$ cat src/hdl/ldhb_pkg.sv
`default_nettype none

package ldhb_pkg;

    // Event codes carried on the result channel.
    typedef enum logic [2:0] {
        EV_NONE          = 3'd0,
        EV_PAYLOAD       = 3'd1,
        EV_EMPTY_FRAME   = 3'd2,
        EV_SEND_REPLY    = 3'd3,
        EV_REPLY_SEEN    = 3'd4,
        EV_SEND_HEARTBEAT = 3'd5,
        EV_LENGTH_CLOSE  = 3'd6,
        EV_TIMEOUT_CLOSE = 3'd7
    } event_t;

    // Input beat kinds.
    localparam logic KIND_BYTE = 1'b0;
    localparam logic KIND_TICK = 1'b1;

    // Frame layout.
    localparam int LEN_BYTES     = 4;
    localparam int HDR_BYTES     = 6;
    localparam int MIN_FRAME_LEN = 6;

    // Configuration port.
    localparam int APB_ADDR_W = 5;
    localparam int APB_DATA_W = 32;
    localparam int REG_IDX_W  = 3;

    localparam logic [REG_IDX_W-1:0] REG_MAX_FRAME_LENGTH = 3'd0;
    localparam logic [REG_IDX_W-1:0] REG_HB_REQUEST_ID    = 3'd1;
    localparam logic [REG_IDX_W-1:0] REG_HB_REPLY_ID      = 3'd2;
    localparam logic [REG_IDX_W-1:0] REG_REPLY_TIMEOUT    = 3'd3;
    localparam logic [REG_IDX_W-1:0] REG_SEND_INTERVAL    = 3'd4;
    localparam logic [REG_IDX_W-1:0] REG_HB_ENABLE        = 3'd5;

    localparam logic [16:0] RST_MAX_FRAME_LENGTH = 17'd4096;
    localparam logic [15:0] RST_HB_REQUEST_ID    = 16'd1;
    localparam logic [15:0] RST_HB_REPLY_ID      = 16'd2;
    localparam logic [31:0] RST_REPLY_TIMEOUT    = 32'd10000;
    localparam logic [31:0] RST_SEND_INTERVAL    = 32'd15000;
    localparam logic        RST_HB_ENABLE        = 1'b1;

    typedef struct packed {
        logic [16:0] max_frame_length;
        logic [15:0] heartbeat_request_id;
        logic [15:0] hb_reply_id;
        logic [31:0] reply_timeout_ms;
        logic [31:0] send_interval_ms;
        logic        heartbeat_enable;
    } cfg_t;

endpackage

`default_nettype wire

$ cat src/hdl/ldhb_intf.sv
`default_nettype none

interface ldhb_in_if;
    logic       valid;
    logic       ready;
    logic       kind;
    logic [7:0] data_byte;

    modport source (output valid, output kind, output data_byte, input ready);
    modport sink   (input valid, input kind, input data_byte, output ready);
endinterface

interface ldhb_out_if;
    logic               valid;
    logic               ready;
    logic [2:0]         event_res;
    logic [7:0]         out_byte;
    logic [15:0]        frame_id;
    logic               last;
    logic signed [31:0] ping_ms;

    modport source (output valid, output event_res, output out_byte, output frame_id,
                    output last, output ping_ms, input ready);
    modport sink   (input valid, input event_res, input out_byte, input frame_id,
                    input last, input ping_ms, output ready);
endinterface

`default_nettype wire

$ cat src/hdl/ldhb_cfg.sv
`default_nettype none

module ldhb_cfg (
    input  wire logic                              clk,
    input  wire logic                              rst_n,
    input  wire logic                              psel,
    input  wire logic                              penable,
    input  wire logic                              pwrite,
    input  wire logic [ldhb_pkg::APB_ADDR_W-1:0]   paddr,
    input  wire logic [ldhb_pkg::APB_DATA_W-1:0]   pwdata,
    output logic      [ldhb_pkg::APB_DATA_W-1:0]   prdata,
    output logic                                   pready,
    output ldhb_pkg::cfg_t                         cfg
);

    ldhb_pkg::cfg_t                   cfg_reg;
    ldhb_pkg::cfg_t                   cfg_next;
    logic [ldhb_pkg::REG_IDX_W-1:0]   reg_idx;
    logic                             wr_en;

    assign pready  = 1'b1;
    assign reg_idx = paddr[ldhb_pkg::APB_ADDR_W-1:2];
    assign wr_en   = psel && penable && pwrite;
    assign cfg     = cfg_reg;

    always_comb
    begin
        cfg_next = cfg_reg;
        if (wr_en)
        begin
            unique case (reg_idx)
                ldhb_pkg::REG_MAX_FRAME_LENGTH: cfg_next.max_frame_length     = pwdata[16:0];
                ldhb_pkg::REG_HB_REQUEST_ID:    cfg_next.heartbeat_request_id = pwdata[15:0];
                ldhb_pkg::REG_HB_REPLY_ID:      cfg_next.hb_reply_id          = pwdata[15:0];
                ldhb_pkg::REG_REPLY_TIMEOUT:    cfg_next.reply_timeout_ms     = pwdata;
                ldhb_pkg::REG_SEND_INTERVAL:    cfg_next.send_interval_ms     = pwdata;
                ldhb_pkg::REG_HB_ENABLE:        cfg_next.heartbeat_enable     = pwdata[0];
                default:                        cfg_next = cfg_reg;
            endcase
        end
    end

    always_comb
    begin
        unique case (reg_idx)
            ldhb_pkg::REG_MAX_FRAME_LENGTH: prdata = {15'd0, cfg_reg.max_frame_length};
            ldhb_pkg::REG_HB_REQUEST_ID:    prdata = {16'd0, cfg_reg.heartbeat_request_id};
            ldhb_pkg::REG_HB_REPLY_ID:      prdata = {16'd0, cfg_reg.hb_reply_id};
            ldhb_pkg::REG_REPLY_TIMEOUT:    prdata = cfg_reg.reply_timeout_ms;
            ldhb_pkg::REG_SEND_INTERVAL:    prdata = cfg_reg.send_interval_ms;
            ldhb_pkg::REG_HB_ENABLE:        prdata = {31'd0, cfg_reg.heartbeat_enable};
            default:                        prdata = '0;
        endcase
    end

    always_ff @(posedge clk or negedge rst_n)
    begin
        if (!rst_n)
        begin
            cfg_reg.max_frame_length     <= ldhb_pkg::RST_MAX_FRAME_LENGTH;
            cfg_reg.heartbeat_request_id <= ldhb_pkg::RST_HB_REQUEST_ID;
            cfg_reg.hb_reply_id          <= ldhb_pkg::RST_HB_REPLY_ID;
            cfg_reg.reply_timeout_ms     <= ldhb_pkg::RST_REPLY_TIMEOUT;
            cfg_reg.send_interval_ms     <= ldhb_pkg::RST_SEND_INTERVAL;
            cfg_reg.heartbeat_enable     <= ldhb_pkg::RST_HB_ENABLE;
        end
        else
        begin
            cfg_reg <= cfg_next;
        end
    end

endmodule

`default_nettype wire

$ cat src/hdl/ldhb_engine.sv
`default_nettype none

module ldhb_engine #(
    parameter int MAX_FRAME_LIMIT = 65536
) (
    input  wire logic            clk,
    input  wire logic            rst_n,
    input  wire ldhb_pkg::cfg_t  cfg,
    ldhb_in_if.sink              ingress,
    ldhb_out_if.source           egress
);

    localparam int PW = $clog2(MAX_FRAME_LIMIT + 1);

    // Input stage.
    logic        in_valid_reg;
    logic        in_valid_next;
    logic        kind_reg;
    logic [7:0]  byte_reg;

    // Parser and supervisor state.
    logic [PW-1:0] pos_reg;
    logic [PW-1:0] pos_next;
    logic [31:0]   flen_reg;
    logic [31:0]   flen_next;
    logic [15:0]   id_reg;
    logic [15:0]   id_next;
    logic          closed_reg;
    logic          closed_next;
    logic [31:0]   now_reg;
    logic [31:0]   now_next;
    logic [31:0]   sent_reg;
    logic [31:0]   sent_next;
    logic [31:0]   seen_reg;
    logic [31:0]   seen_next;
    logic [31:0]   ping_reg;
    logic [31:0]   ping_next;

    // Result stage.
    logic             out_valid_reg;
    logic             out_valid_next;
    ldhb_pkg::event_t ev_reg;
    ldhb_pkg::event_t ev_next;
    logic [7:0]       obyte_reg;
    logic [7:0]       obyte_next;
    logic [15:0]      fid_reg;
    logic [15:0]      fid_next;
    logic             last_reg;
    logic             last_next;

    logic          advance;
    logic [PW-1:0] pos_inc;
    logic [31:0]   flen_shift;
    logic [15:0]   id_shift;
    logic [15:0]   end_id;
    logic          end_is_req;
    logic          end_is_rep;
    logic          cur_is_hb;
    logic [31:0]   limit;
    logic [31:0]   now_inc;
    logic [31:0]   since;

    assign advance       = in_valid_reg && (!out_valid_reg || egress.ready);
    assign ingress.ready = !in_valid_reg || advance;
    assign in_valid_next = ingress.ready ? ingress.valid : in_valid_reg;

    assign pos_inc    = pos_reg + PW'(1);
    assign flen_shift = {flen_reg[23:0], byte_reg};
    assign id_shift   = {id_reg[7:0], byte_reg};
    assign end_id     = (pos_reg < PW'(ldhb_pkg::HDR_BYTES)) ? id_shift : id_reg;
    assign end_is_req = (end_id == cfg.heartbeat_request_id);
    assign end_is_rep = (end_id == cfg.hb_reply_id);
    assign cur_is_hb  = (id_reg == cfg.heartbeat_request_id) ||
                        (id_reg == cfg.hb_reply_id);
    assign limit      = ({15'd0, cfg.max_frame_length} > 32'(MAX_FRAME_LIMIT)) ?
                        32'(MAX_FRAME_LIMIT) : {15'd0, cfg.max_frame_length};
    assign now_inc    = now_reg + 32'd1;
    assign since      = now_inc - sent_reg;

    always_comb
    begin
        pos_next    = pos_reg;
        flen_next   = flen_reg;
        id_next     = id_reg;
        closed_next = closed_reg;
        now_next    = now_reg;
        sent_next   = sent_reg;
        seen_next   = seen_reg;
        ping_next   = ping_reg;
        ev_next     = ldhb_pkg::EV_NONE;
        obyte_next  = 8'd0;
        fid_next    = 16'd0;
        last_next   = 1'b0;

        if (kind_reg == ldhb_pkg::KIND_TICK)
        begin
            now_next = now_inc;
            if (!closed_reg && cfg.heartbeat_enable)
            begin
                priority if ((sent_reg > seen_reg) && (since > cfg.reply_timeout_ms))
                begin
                    closed_next = 1'b1;
                    ev_next     = ldhb_pkg::EV_TIMEOUT_CLOSE;
                end
                else if (since > cfg.send_interval_ms)
                begin
                    sent_next = now_inc;
                    ev_next   = ldhb_pkg::EV_SEND_HEARTBEAT;
                end
            end
        end
        else if (!closed_reg)
        begin
            priority if (pos_reg < PW'(ldhb_pkg::LEN_BYTES))
            begin
                flen_next = flen_shift;
                pos_next  = pos_inc;
                if ((pos_inc == PW'(ldhb_pkg::LEN_BYTES)) &&
                    ((flen_shift < 32'(ldhb_pkg::MIN_FRAME_LEN)) || (flen_shift > limit)))
                begin
                    closed_next = 1'b1;
                    ev_next     = ldhb_pkg::EV_LENGTH_CLOSE;
                end
            end
            else if (pos_reg < PW'(ldhb_pkg::HDR_BYTES))
            begin
                id_next  = id_shift;
                pos_next = pos_inc;
                if ((pos_inc == PW'(ldhb_pkg::HDR_BYTES)) &&
                    (flen_reg == 32'(ldhb_pkg::MIN_FRAME_LEN)))
                begin
                    // A frame with no payload ends on its last id byte.
                    pos_next = '0;
                    priority if (end_is_req)
                        ev_next = ldhb_pkg::EV_SEND_REPLY;
                    else if (end_is_rep)
                    begin
                        seen_next = now_reg;
                        ping_next = now_reg - sent_reg;
                        ev_next   = ldhb_pkg::EV_REPLY_SEEN;
                    end
                    else
                    begin
                        ev_next  = ldhb_pkg::EV_EMPTY_FRAME;
                        fid_next = id_shift;
                    end
                end
            end
            else
            begin
                pos_next = pos_inc;
                if (32'(pos_inc) >= flen_reg)
                begin
                    pos_next  = '0;
                    flen_next = 32'd0;
                    priority if (end_is_req)
                        ev_next = ldhb_pkg::EV_SEND_REPLY;
                    else if (end_is_rep)
                    begin
                        seen_next = now_reg;
                        ping_next = now_reg - sent_reg;
                        ev_next   = ldhb_pkg::EV_REPLY_SEEN;
                    end
                    else
                    begin
                        ev_next    = ldhb_pkg::EV_PAYLOAD;
                        obyte_next = byte_reg;
                        fid_next   = id_reg;
                        last_next  = 1'b1;
                    end
                end
                else if (!cur_is_hb)
                begin
                    ev_next    = ldhb_pkg::EV_PAYLOAD;
                    obyte_next = byte_reg;
                    fid_next   = id_reg;
                end
            end
        end
    end

    always_comb
    begin
        priority if (advance)
            out_valid_next = 1'b1;
        else if (egress.ready)
            out_valid_next = 1'b0;
        else
            out_valid_next = out_valid_reg;
    end

    always_ff @(posedge clk or negedge rst_n)
    begin
        if (!rst_n)
        begin
            in_valid_reg  <= 1'b0;
            out_valid_reg <= 1'b0;
            pos_reg       <= '0;
            flen_reg      <= 32'd0;
            id_reg        <= 16'd0;
            closed_reg    <= 1'b0;
            now_reg       <= 32'd0;
            sent_reg      <= 32'd0;
            seen_reg      <= 32'd0;
            ping_reg      <= 32'hFFFF_FFFF;
        end
        else
        begin
            in_valid_reg  <= in_valid_next;
            out_valid_reg <= out_valid_next;
            if (advance)
            begin
                pos_reg    <= pos_next;
                flen_reg   <= flen_next;
                id_reg     <= id_next;
                closed_reg <= closed_next;
                now_reg    <= now_next;
                sent_reg   <= sent_next;
                seen_reg   <= seen_next;
                ping_reg   <= ping_next;
            end
        end
    end

    always_ff @(posedge clk)
    begin
        if (ingress.ready && ingress.valid)
        begin
            kind_reg <= ingress.kind;
            byte_reg <= ingress.data_byte;
        end
        if (advance)
        begin
            ev_reg    <= ev_next;
            obyte_reg <= obyte_next;
            fid_reg   <= fid_next;
            last_reg  <= last_next;
        end
    end

    assign egress.valid     = out_valid_reg;
    assign egress.event_res = ev_reg;
    assign egress.out_byte  = obyte_reg;
    assign egress.frame_id  = fid_reg;
    assign egress.last      = last_reg;
    assign egress.ping_ms   = signed'(ping_reg);

`ifndef NO_ASSERTIONS
    a_closed_sticks: assert property (@(posedge clk) disable iff (!rst_n)
        closed_reg |=> closed_reg)
        else $error("session reopened after close");

    a_pos_in_frame: assert property (@(posedge clk) disable iff (!rst_n)
        (pos_reg >= PW'(ldhb_pkg::HDR_BYTES)) |-> (32'(pos_reg) < flen_reg))
        else $error("byte position ran past frame length");

    a_closed_quiet: assert property (@(posedge clk) disable iff (!rst_n)
        (advance && closed_reg) |=> (ev_reg == ldhb_pkg::EV_NONE))
        else $error("event produced on closed session");

    a_len_close: assert property (@(posedge clk) disable iff (!rst_n)
        (advance && (ev_next == ldhb_pkg::EV_LENGTH_CLOSE)) |=> closed_reg)
        else $error("length close did not close session");
`endif

endmodule

`default_nettype wire

$ cat src/hdl/length_prefixed_deframer_heartbeat_core.sv
// An accepted input beat waits in the input register and passes to the result register
// when that is free; one input beat per cycle while egress keeps pace, one result each.
// The input register and the result register sit around one pass of parser and
// supervisor logic, so input is taken while a finished result waits downstream.
// Reset (rst_n, asynchronous, active low) clears the parser, the millisecond clock
// and the session; configuration registers return to their documented defaults.
`default_nettype none

module length_prefixed_deframer_heartbeat_core #(
    parameter int MAX_FRAME_LIMIT = 65536
) (
    input  wire logic                              clk,
    input  wire logic                              rst_n,
    ldhb_in_if.sink                                ingress,
    ldhb_out_if.source                             egress,
    input  wire logic                              psel,
    input  wire logic                              penable,
    input  wire logic                              pwrite,
    input  wire logic [ldhb_pkg::APB_ADDR_W-1:0]   paddr,
    input  wire logic [ldhb_pkg::APB_DATA_W-1:0]   pwdata,
    output logic      [ldhb_pkg::APB_DATA_W-1:0]   prdata,
    output logic                                   pready
);

    // Configuration registers: the limit in force on frame length is the
    // smaller of the programmed maximum and MAX_FRAME_LIMIT.
    ldhb_pkg::cfg_t cfg;

    ldhb_cfg u_cfg (
        .clk     (clk),
        .rst_n   (rst_n),
        .psel    (psel),
        .penable (penable),
        .pwrite  (pwrite),
        .paddr   (paddr),
        .pwdata  (pwdata),
        .prdata  (prdata),
        .pready  (pready),
        .cfg     (cfg)
    );

    // The engine parses the length and id header, passes payload bytes on,
    // answers heartbeat frames and runs the tick-driven heartbeat supervisor.
    // A bad length or an overdue reply closes the session until reset.
    ldhb_engine #(
        .MAX_FRAME_LIMIT (MAX_FRAME_LIMIT)
    ) u_engine (
        .clk     (clk),
        .rst_n   (rst_n),
        .cfg     (cfg),
        .ingress (ingress),
        .egress  (egress)
    );

endmodule

`default_nettype wire

$ cat src/flat_wrapper.sv
// flat-port wrapper written by rule: the top's interface ports become plain ports
module length_prefixed_deframer_heartbeat_core_flat 
#(
    parameter int MAX_FRAME_LIMIT = 65536
)
  (clk, rst_n, psel, penable, pwrite, paddr, pwdata, prdata, pready, ingress_valid, ingress_kind, ingress_data_byte, ingress_ready, egress_valid, egress_event_res, egress_out_byte, egress_frame_id, egress_last, egress_ping_ms, egress_ready);
  ldhb_in_if ingress_i ();
  ldhb_out_if egress_i ();
  input  wire logic clk;
  input  wire logic rst_n;
  input  wire logic psel;
  input  wire logic penable;
  input  wire logic pwrite;
  input  wire logic [ldhb_pkg::APB_ADDR_W-1:0] paddr;
  input  wire logic [ldhb_pkg::APB_DATA_W-1:0] pwdata;
  output logic      [ldhb_pkg::APB_DATA_W-1:0] prdata;
  output logic pready;
  input wire logic [$bits(ingress_i.valid)-1:0] ingress_valid;
  input wire logic [$bits(ingress_i.kind)-1:0] ingress_kind;
  input wire logic [$bits(ingress_i.data_byte)-1:0] ingress_data_byte;
  output wire logic [$bits(ingress_i.ready)-1:0] ingress_ready;
  output wire logic [$bits(egress_i.valid)-1:0] egress_valid;
  output wire logic [$bits(egress_i.event_res)-1:0] egress_event_res;
  output wire logic [$bits(egress_i.out_byte)-1:0] egress_out_byte;
  output wire logic [$bits(egress_i.frame_id)-1:0] egress_frame_id;
  output wire logic [$bits(egress_i.last)-1:0] egress_last;
  output wire logic [$bits(egress_i.ping_ms)-1:0] egress_ping_ms;
  input wire logic [$bits(egress_i.ready)-1:0] egress_ready;
  assign ingress_i.valid = ingress_valid;
  assign ingress_i.kind = ingress_kind;
  assign ingress_i.data_byte = ingress_data_byte;
  assign ingress_ready = ingress_i.ready;
  assign egress_valid = egress_i.valid;
  assign egress_event_res = egress_i.event_res;
  assign egress_out_byte = egress_i.out_byte;
  assign egress_frame_id = egress_i.frame_id;
  assign egress_last = egress_i.last;
  assign egress_ping_ms = egress_i.ping_ms;
  assign egress_i.ready = egress_ready;
  length_prefixed_deframer_heartbeat_core #(.MAX_FRAME_LIMIT(MAX_FRAME_LIMIT)) u_core (.clk(clk), .rst_n(rst_n), .ingress(ingress_i), .egress(egress_i), .psel(psel), .penable(penable), .pwrite(pwrite), .paddr(paddr), .pwdata(pwdata), .prdata(prdata), .pready(pready));
endmodule
$ cat config.mk
export PLATFORM = sky130hd
export DESIGN_NAME = length_prefixed_deframer_heartbeat_core_flat
export DESIGN_NICKNAME = d
export VERILOG_FILES = /design/src/hdl/ldhb_pkg.sv /design/src/hdl/ldhb_intf.sv /design/src/hdl/ldhb_cfg.sv /design/src/hdl/ldhb_engine.sv /design/src/hdl/length_prefixed_deframer_heartbeat_core.sv /design/src/flat_wrapper.sv
export SDC_FILE = /design/constraint.sdc
export NUM_CORES = 1
export LEC_CHECK = 0
export BUFFER_PORTS_ARGS = -buffer_cell sky130_fd_sc_hd__buf_2
export CAP_MARGIN = 20
export CORE_MARGIN = 8
export CORE_UTILIZATION = 67
export DETAILED_ROUTE_END_ITERATION = 10
export PLACE_DENSITY = 0.94
export SYNTH_ARGS = -nofsm -noshare
export SYNTH_HDL_FRONTEND = slang
export SYNTH_SLANG_ARGS = --single-unit
$ cat constraint.sdc
create_clock -name clk -period 12.8 [get_ports clk]
set_input_delay 2.56 -clock clk [delete_from_list [all_inputs] [get_ports clk]]
set_output_delay 2.56 -clock clk [all_outputs]
set_load 0.02 [all_outputs]
Word level (Yosys, flattened, before mapping)
Index checks and enable logic that the tools add are counted.

Add/sub/neg operators: 4. Order comparisons: 9. Eq/ne operators: 16. Muxes and demuxes: 56. Bitwise operators: 5. Reduce and logical (&&, ||, !) cells: 35.

Operator list (count): 2-to-1 mux 32 bit (13); one-hot mux 32 bit (6 select lines) (1); 2-to-1 mux 16 bit (9); greater-than comparator 32 bit (3); 2-to-1 mux 17 bit (5); equality test 16 bit (4); subtractor 32 bit (2); 2-to-1 mux 3 bit (14); equality test 17 x 3 -> 1 bit (second input constant) (2); < comparator 17 x 3 -> 1 bit (second input constant) (2); adder 32 x 1 -> 32 bit (second input constant) (1); equality test 32 x 3 -> 1 bit (second input constant) (1); >= comparator 17 x 32 -> 1 bit (1); greater-than comparator 32 x 17 -> 1 bit (1); < comparator 32 x 3 -> 1 bit (second input constant) (1); 2-to-1 mux 8 bit (4); adder 17 x 1 -> 17 bit (second input constant) (1); greater-than comparator 17 bit (second input constant) (1); AND reduction 2 bit (7); 2-to-1 mux 1 bit (10); AND reduction 5 bit (2); logical AND 1 bit (8); equality test 3 x 2 -> 1 bit (second input constant) (2); equality test 3 bit (second input constant) (2); other kinds (14) (28).

Flip-flop bits (word level): 347. Bits of input ports: 53. Output and inout port bits: 95. Logic and storage cells: 147.

Longest topological paths before layout
Gate-level depths: netlist of the first run.

Depth after elaboration: 10. Gate-level depth with buffers: 31. Depth with buffers taken out: 29.

By module
From an unflattened synthesis of the first run, not the netlist that was laid out.

Cell total of the unflattened synthesis: 2203. Area, all modules: 22422.8 um^2.

Modules (own cells, without submodules): ldhb_engine (instances 1, cells an instance 1835, area an instance 17201.5 um^2, seq. area each 6055.8 um^2); ldhb_cfg (instances 1, cells an instance 368, area an instance 5221.3 um^2, seq. area each 2872.8 um^2).

Worst setup path after synthesis of the first run
No wires, ideal clock.

Kind: input to output. Start: input paddr[2] in the netlist's numbering. End: output prdata[22] in the netlist's numbering. Data arrival time: 3.961 ns. Required time: 10.240 ns. Slack: 6.279 ns. Stages on the path: 6. Buffers on the path: 3. Cells stage by stage: clkbuf_1 > nor2b_1 > clkbuf_1 > nand2_1 > clkbuf_1 > o22ai_1.

Word-level cells in the longest chain between the ends: 2. Elaborated cells on any way between the ends: 7. Those cells by class: 5 x eq/ne; 1 x mux; 1 x reduce/logical.

Ends and longest elaborated chain: from (decl) (line flat_wrapper.sv:14) `input wire logic [ldhb_pkg::APB_ADDR_W-1:0] paddr;`; equality test 3 bit, or another cell as far along (line ldhb_cfg.sv:45) `unique case (reg_idx)`; one-hot mux 32 bit (6 select lines) (*) (line ldhb_cfg.sv:45); to (decl) (line flat_wrapper.sv:16) `output logic [ldhb_pkg::APB_DATA_W-1:0] prdata;`.

Every way passes the cells marked *; elsewhere a longest branch is shown, timed or not.

Final worst setup path of the first run
Start: input paddr[2] in the netlist's numbering. End: output prdata[16] in the netlist's numbering.

Same word-level chain as after synthesis.

==> results of run 1 <==
## worst max-delay path: cells and delay by family
kind                   cells  cell delay (ns)
AO/OA/AOI/OAI              1             0.55
buffers and inverters      2             0.73
AND/OR/NAND/NOR            2             1.14
## synth_stat cells, drive strengths merged (5+ instances only)
master   number
mux2i        29
and4          8
buf          26
and2         17
nor2        137
or3           5
nor2b        22
a21boi        5
nor3         35
o31ai        12
edfxtp       37
o22ai        35
nor4         25
a211o         5
xnor2       105
nand2b       23
a31oi        10
o2111ai       5
a21oi       127
a211oi       10
a2111oi       6
a22oi         8
and3         19
nand3        47
nand2       214
nand4        51
mux2        116
o21ai       155
ha          196
o21bai        8
o211ai       16
o21a         20
a22o         48
inv         185
a21o         62
dfstp        48
dfrtp       262
xor2         71
clkbuf       76
## per-stage QoR
stage	power (mW)	std cells	utilization [%]
2_1_floorplan	2.90	2334	-
3_3_place_gp	3.32	2838	70.4
3_5_place_dp	3.42	2838	70.4
4_1_cts	4.60	2907	74.3
5_1_grt	4.94	2908	74.4
6_report	4.64	2911	74.4
## layer usage
metal	vias up	wire (um)
met5	-	13
met2	1006	30400
met3	250	5050
li1	8485	-
met4	2	3390
met1	9098	23700
## power breakdown
part	internal [mW]	leakage (nW)	switching, mW
clock	0.696	0.646	0.466
sequential	1.35	4.13	0.289
combinational	0.765	7.20	1.08
total	2.81	12.0	1.84
## placed cells by master, fill, tap and decap left out, types with 9 or more instances in the layout
cell         n
nor4_1      22
o21ai_0    150
a211oi_1    10
and2_1      15
nand3_1     47
nand2b_1    23
nor3_1      31
mux2_2      83
nor2_1     133
mux2i_1     29
xor2_1      71
ha_1       196
a22o_1      48
dfstp_2     48
o211ai_1    16
inv_1      184
mux2_4      33
a21oi_1    126
a31oi_1     10
xnor2_1    105
clkbuf_8     9
buf_2      143
clkbuf_16   39
edfxtp_1    37
o31ai_1     12
nor2b_1     22
nand4_1     50
and3_1      19
nand2_1    213
buf_4       14
dfrtp_1    262
o22ai_1     35
a21o_1      62
o21a_1      20
## kinds of logic after synthesis
group / Yosys count
buf+inv: 289
compound gates: 562
other cells: 1
simple gates: 616
xor+xnor: 176
flops: 347
fa+ha+maj: 198
mux: 145
## how the worst max path moves through the flow
stage	slack [ns]	endpoint	from
CTS	5.38	prdata[16]	paddr[2]
finish	5.25	prdata[16]	paddr[2]
detailed placement	5.46	prdata[16]	paddr[2]
global placement	5.44	prdata[16]	paddr[2]
global route	5.05	u_core.u_engine.sent_reg[27]	u_core.u_engine.now_reg[2]
floorplan	6.28	prdata[22]	paddr[2]
## final cells by class
class | count | area, um^2 | share of cell area [%]
clock inverter | 14 | 193 | 0.778
inverter | 187 | 702 | 2.83
tap | 448 | 561 | 2.26
clock buffer | 55 | 1130 | 4.55
antenna | 3 | 7.51 | 0.0303
timing repair buffer | 159 | 856 | 3.46
sequential | 347 | 8930 | 36.0
multi-input combinational | 1698 | 12400 | 50.0
==> results.cfg, run 1 <==
[timing]
finalClockSkew_ns = 0.0336
relSlewSlack_pct = 27.2
drv_slew = 0
fin_tns_setup_ns = 0
hold_violations = 0
max_freq_mhz = 132
worst_slack_ns = 5.25
rsz0062_at_grt = false
hold_ws_ns = 0.469
period_share_pct = 59.0
worstMarginPinSlew_ns = 1.09
fin_crit_ns = 7.55
setup-violations-final = 0

[yosys]
synth-xor-area-share_pct = 6.85
synth-simple-area-share_pct = 13.2
synth_top_area_share_pct = 29.1
synthMuxAreaShare_pct = 7.65
synth_compound_area_share_pct = 16.2
synth_fp_nets = 2585
synth_top_family_by_area = compound AO/OA/AOI/OAI gates
yosysUniqueCellTypes = 85
netlist_area_mm2 = 0.0225
synth_largest_area_cell = dfrtp_1
seq_area_frac_synth_pct = 39.7
synthCells = 2334
ys_ff_latch = 347
synth_area_leaders = dfrtp_1 29%, ha_1 11%, dfstp_2 5.6%
yosys_warnings = 0
synth_edf_count = 37
synth_ff_type = dfrtp_1
syn_avg_cell_area_um2 = 9.64
synth_fa_ha_area_share_pct = 11.1
async_flop_share_pct = 89.3

[run]
drv_cap = 0

[grt]
track_usage_pct = 31.5
use_met3_pct = 5.44
grt_max_degree = 108
antenna_found_initial = 1
grt_pass1_wl_mm = 100
met1_usage_pct = 37.9
grt_pass1_vias = 19200
grt.busiest_layer = met2
gr-total-overflow = 0
grt_util_met2_pct = 53.5

[floorplanning]
rows = 67
die_h_um = 199
coreArea_mm2 = 0.0333
fp.dieW_um = 199
ios = 148
start_util_pct = 67.6
die-area_mm2 = 0.0397

[critical_path]
worstPathCellList = buf_2, nor2b_1, nand2_1, o32ai_1, buf_2
start_kind = input port
ff2ff_path_depth = 25
path_max_fanout = 29
timing.rr.start = u_core.u_engine.now_reg[0]
critPathMaxStageDelay_ns = 0.63
crit_slowest_cell = nand2_1
cp_common_cell = buf_2
cp-end-kind = output port
worstSetupPathType = input port to output port
rrSetupSlack_ns = 5.41
critPathRequiredTime_ns = 10.24
r2r-end = u_core.u_engine.sent_reg[30]
cp.arrival_ns = 4.99

[pwr]
max-vdd-ir-drop_mv = 0.132
power_density_mw_per_mm2 = 187
p_leak_nw = 12.0

[layout]
area_delta_synth_final_pct = 10.1
design_area_mm2 = 0.0248
largest_reg_flops = 114
fillers = 2157
nets = 2682
drive_gt1_share_pct = 16.7

[drt]
drc = 0
via_per_inst = 6.47
drt_iter0_markers = 1737
wl_per_cell_um = 21.5
ant_nets = 0
wirelength_mm = 62.5
via_count = 18800
firstDrtPassIters = 6

[min_path]
min_from = u_core.u_engine.egress.ping_ms[1]
hold_end = u_core.u_engine.egress.ping_ms[1]
hold_path.class = register to register
hold_depth = 2

[run_status]
status = finished, final reports clean

[placed_design]
place_area_mm2 = 0.0234
place_hpwl_mm = 44.7
dp_slack_ns = 5.46
place_congestion = 0.959
io_buffers = 144

[clock_network]
clk-insertion-delay-late_ns = 0.56
clock-sinks = 347
cts_resized = 0
cts_tree = built
h-tree-depth = 2
cts-buffers-inserted = 38
hold_buffers = 0
ctsLongestPathBuffers = 3
clk_pin_slew_ns = 0.05
post-cts-setup-buffers = 0
ctsRootBufferMaster = clkbuf_16
Note: power is estimated with default switching activity, not from simulation.
==> run 2: changes to the inputs <==
- ABC_AREA: unset -> 1
- CORE_UTILIZATION: 67 -> 56
- PLACE_DENSITY: 0.94 -> 0.84
- clock period: 12.8 -> 6.8 ns (I/O delays scaled with it)
==> run 2 against run 1 <==
Synthesized cell count rose by 38%. Cell area rose by 6.1%. Clock skew fell by 0.0036 ns. Sequential power rose by 55%. Flip-flop and latch count did not move. Hold slack got worse by 0.011 ns. Setup slack got worse by 4.6 ns. Via count rose by 21%. Total power rose by 91%.
==> results.cfg, run 2 <==
[timing]
period_share_pct = 90.2
fin_tns_setup_ns = 0
hold_ws_ns = 0.458
worst_slack_ns = 0.664
hold_violations = 0
relSlewSlack_pct = 33.1
max_freq_mhz = 163
worstMarginPinSlew_ns = 1.00
finalClockSkew_ns = 0.0300
drv_slew = 0
rsz0062_at_grt = false
fin_crit_ns = 6.14
setup-violations-final = 0

[min_path]
hold_depth = 2
hold_end = u_core.u_engine.egress.ping_ms[6]
hold_path.class = register to register
min_from = u_core.u_engine.egress.ping_ms[6]

[drt]
wl_met3_mm = 7.17
wirelength_mm = 69.9
drt_iter0_markers = 2514
wl_per_cell_um = 18.0
ant_nets = 0
wl_met2_mm = 30.5
via_count = 22800
top_layer = met5
via_per_inst = 5.85
wl_met1_mm = 29.7
firstDrtPassIters = 6
drc = 0

[grt]
grt_pass1_vias = 21100
track_usage_pct = 27.5
grt_max_degree = 130
grt_pass1_wl_mm = 112
gr-total-overflow = 0
antenna_found_initial = 1

[run_status]
status = finished, final reports clean

[yosys]
synth_edf_count = 37
synth_area_leaders = dfrtp_1 27%, nand2_1 13%, ha_1 10%
synthCells = 3225
yosys-top-cells-count = 829 x nand2_1, 462 x inv_1, 309 x o21ai_0, 262 x dfrtp_1, 247 x nand3_1
synth_top_area_share_pct = 27.5
netlist_area_mm2 = 0.0239
seq_area_frac_synth_pct = 37.4
synth_ff_type = dfrtp_1
async_flop_share_pct = 89.3
ys_ff_latch = 347
syn_avg_cell_area_um2 = 7.40
yosys_warnings = 0
synth_largest_area_cell = dfrtp_1
synth_fp_nets = 3476
yosysUniqueCellTypes = 49
yosysMostFrequentCell = nand2_1

[clock_network]
ctsLongestPathBuffers = 3
hold_buffers = 0
ctsRootBufferMaster = clkbuf_16
cts_tree = built
clk-insertion-delay-late_ns = 0.57
h-tree-depth = 2
cts-buffers-inserted = 38
clk_pin_slew_ns = 0.06
post-cts-setup-buffers = 0
cts_resized = 0
clock-sinks = 347

[critical_path]
critPathRequiredTime_ns = 7.23
crit_slowest_cell = dfrtp_1
path_max_fanout = 47
start_kind = register
ff2ff_path_depth = 31
cp_common_cell = nand2_1
worstSetupPathType = register to register
cp-end-kind = register
timing.rr.start = u_core.u_engine.now_reg[0]
rrSetupSlack_ns = 0.66
cp.arrival_ns = 6.57
critPathMaxStageDelay_ns = 0.51
r2r-end = u_core.u_engine.sent_reg[20]

[placed_design]
io_buffers = 144
place_congestion = 0.964
post-place-cells = 3818
dp_slack_ns = 0.596
place_hpwl_mm = 52.2

[layout]
largest_reg_flops = 114
fin_cells = 3893
antenna_cells = 0
area_delta_synth_final_pct = 10.1
layout_common_cells = 827 x nand2_1, 462 x inv_1, 309 x o21ai_0
nets = 3576
drive_gt1_share_pct = 9.06
final_common_cell = nand2_1

[floorplanning]
ios = 148
fp.dieW_um = 223
die_h_um = 223
die-area_mm2 = 0.0495
rows = 75
start_util_pct = 56.8
coreArea_mm2 = 0.0420

[pwr]
seqPwrFrac_pct = 28.4
switching_share_pct = 42.2
max-vdd-ir-drop_mv = 0.199
clkPwrFrac_pct = 24.0
intPower_mw = 5.14
power_density_mw_per_mm2 = 338
combPwrFrac_pct = 47.6
p_leak_nw = 13.4
power.switching_mw = 3.75

[run]
drv_cap = 0
run 2: worst max-delay path by stage:
stage                                     from                      endpoint  slack [ns]
floorplan           u_core.u_engine.now_reg[0]  u_core.u_engine.sent_reg[10]        1.95
global placement    u_core.u_engine.now_reg[0]  u_core.u_engine.sent_reg[27]        0.75
detailed placement  u_core.u_engine.now_reg[0]   u_core.u_engine.sent_reg[6]        0.60
CTS                 u_core.u_engine.now_reg[0]  u_core.u_engine.sent_reg[20]        0.55
global route        u_core.u_engine.now_reg[0]  u_core.u_engine.sent_reg[27]        0.07
finish              u_core.u_engine.now_reg[0]  u_core.u_engine.sent_reg[20]        0.66
run 2: worst max-delay path, delay by kind of cell (launching register included):
| family | cells | cell delay, ns |
|---|---|---|
| buffers and inverters | 3 | 0.52 |
| adder cells (fa/ha/maj) | 3 | 0.93 |
| XOR/XNOR | 2 | 0.51 |
| AO/OA/AOI/OAI | 1 | 0.12 |
| AND/OR/NAND/NOR | 22 | 3.37 |
| flip-flops | 1 | 0.51 |
run 2: routing by layer:
layer,vias to the layer above,track usage [%]
li1,10900,-
met1,10600,38.6
met2,1171,41.5
met3,165,5.72
met4,2,10.5
met5,-,0
run 2: kinds of logic (layout without fill, tap and decap cells):
logic type	after synthesis	count (layout)	synth area share [%]
adder cells (fa/ha/maj)	198	198	10.4
XOR/XNOR	113	113	4.14
flip-flops	347	347	37.4
AO/OA/AOI/OAI	591	591	13.4
other	1	1	0.0157
AND/OR/NAND/NOR	1402	1402	25.0
buffers and inverters	573	702	9.61
run 2: through the flow:
stage / power, mW / instance area [um^2] / utilization (%)
3_3_place_gp: 6.55 / 24900 / 59.2
5_1_grt: 9.59 / 26300 / 62.5
4_1_cts: 8.83 / 26200 / 62.2
3_5_place_dp: 6.67 / 24900 / 59.2
6_report: 8.89 / 26300 / 62.5
2_1_floorplan: 5.58 / 23900 / -
run 2: power groups by stage:
stage | logic [mW] | registers [mW] | clock network [mW]
after floorplan | 3.09 | 2.49 | 0
after global placement | 4.00 | 2.54 | 0
after detailed placement | 4.12 | 2.55 | 0
after CTS | 4.16 | 2.51 | 2.15
after global routing | 4.82 | 2.54 | 2.22
final | 4.23 | 2.53 | 2.13
run 2: layout make-up:
cell class / instances / area [um^2]
flip-flops and latches: 347 / 8930
repair buffers: 167 / 1000
clock buffers: 46 / 1040
well taps: 539 / 674
inverters: 466 / 1750
clock inverters: 23 / 218
fillers: 3702 / 15800
multi-input cells: 2305 / 12700
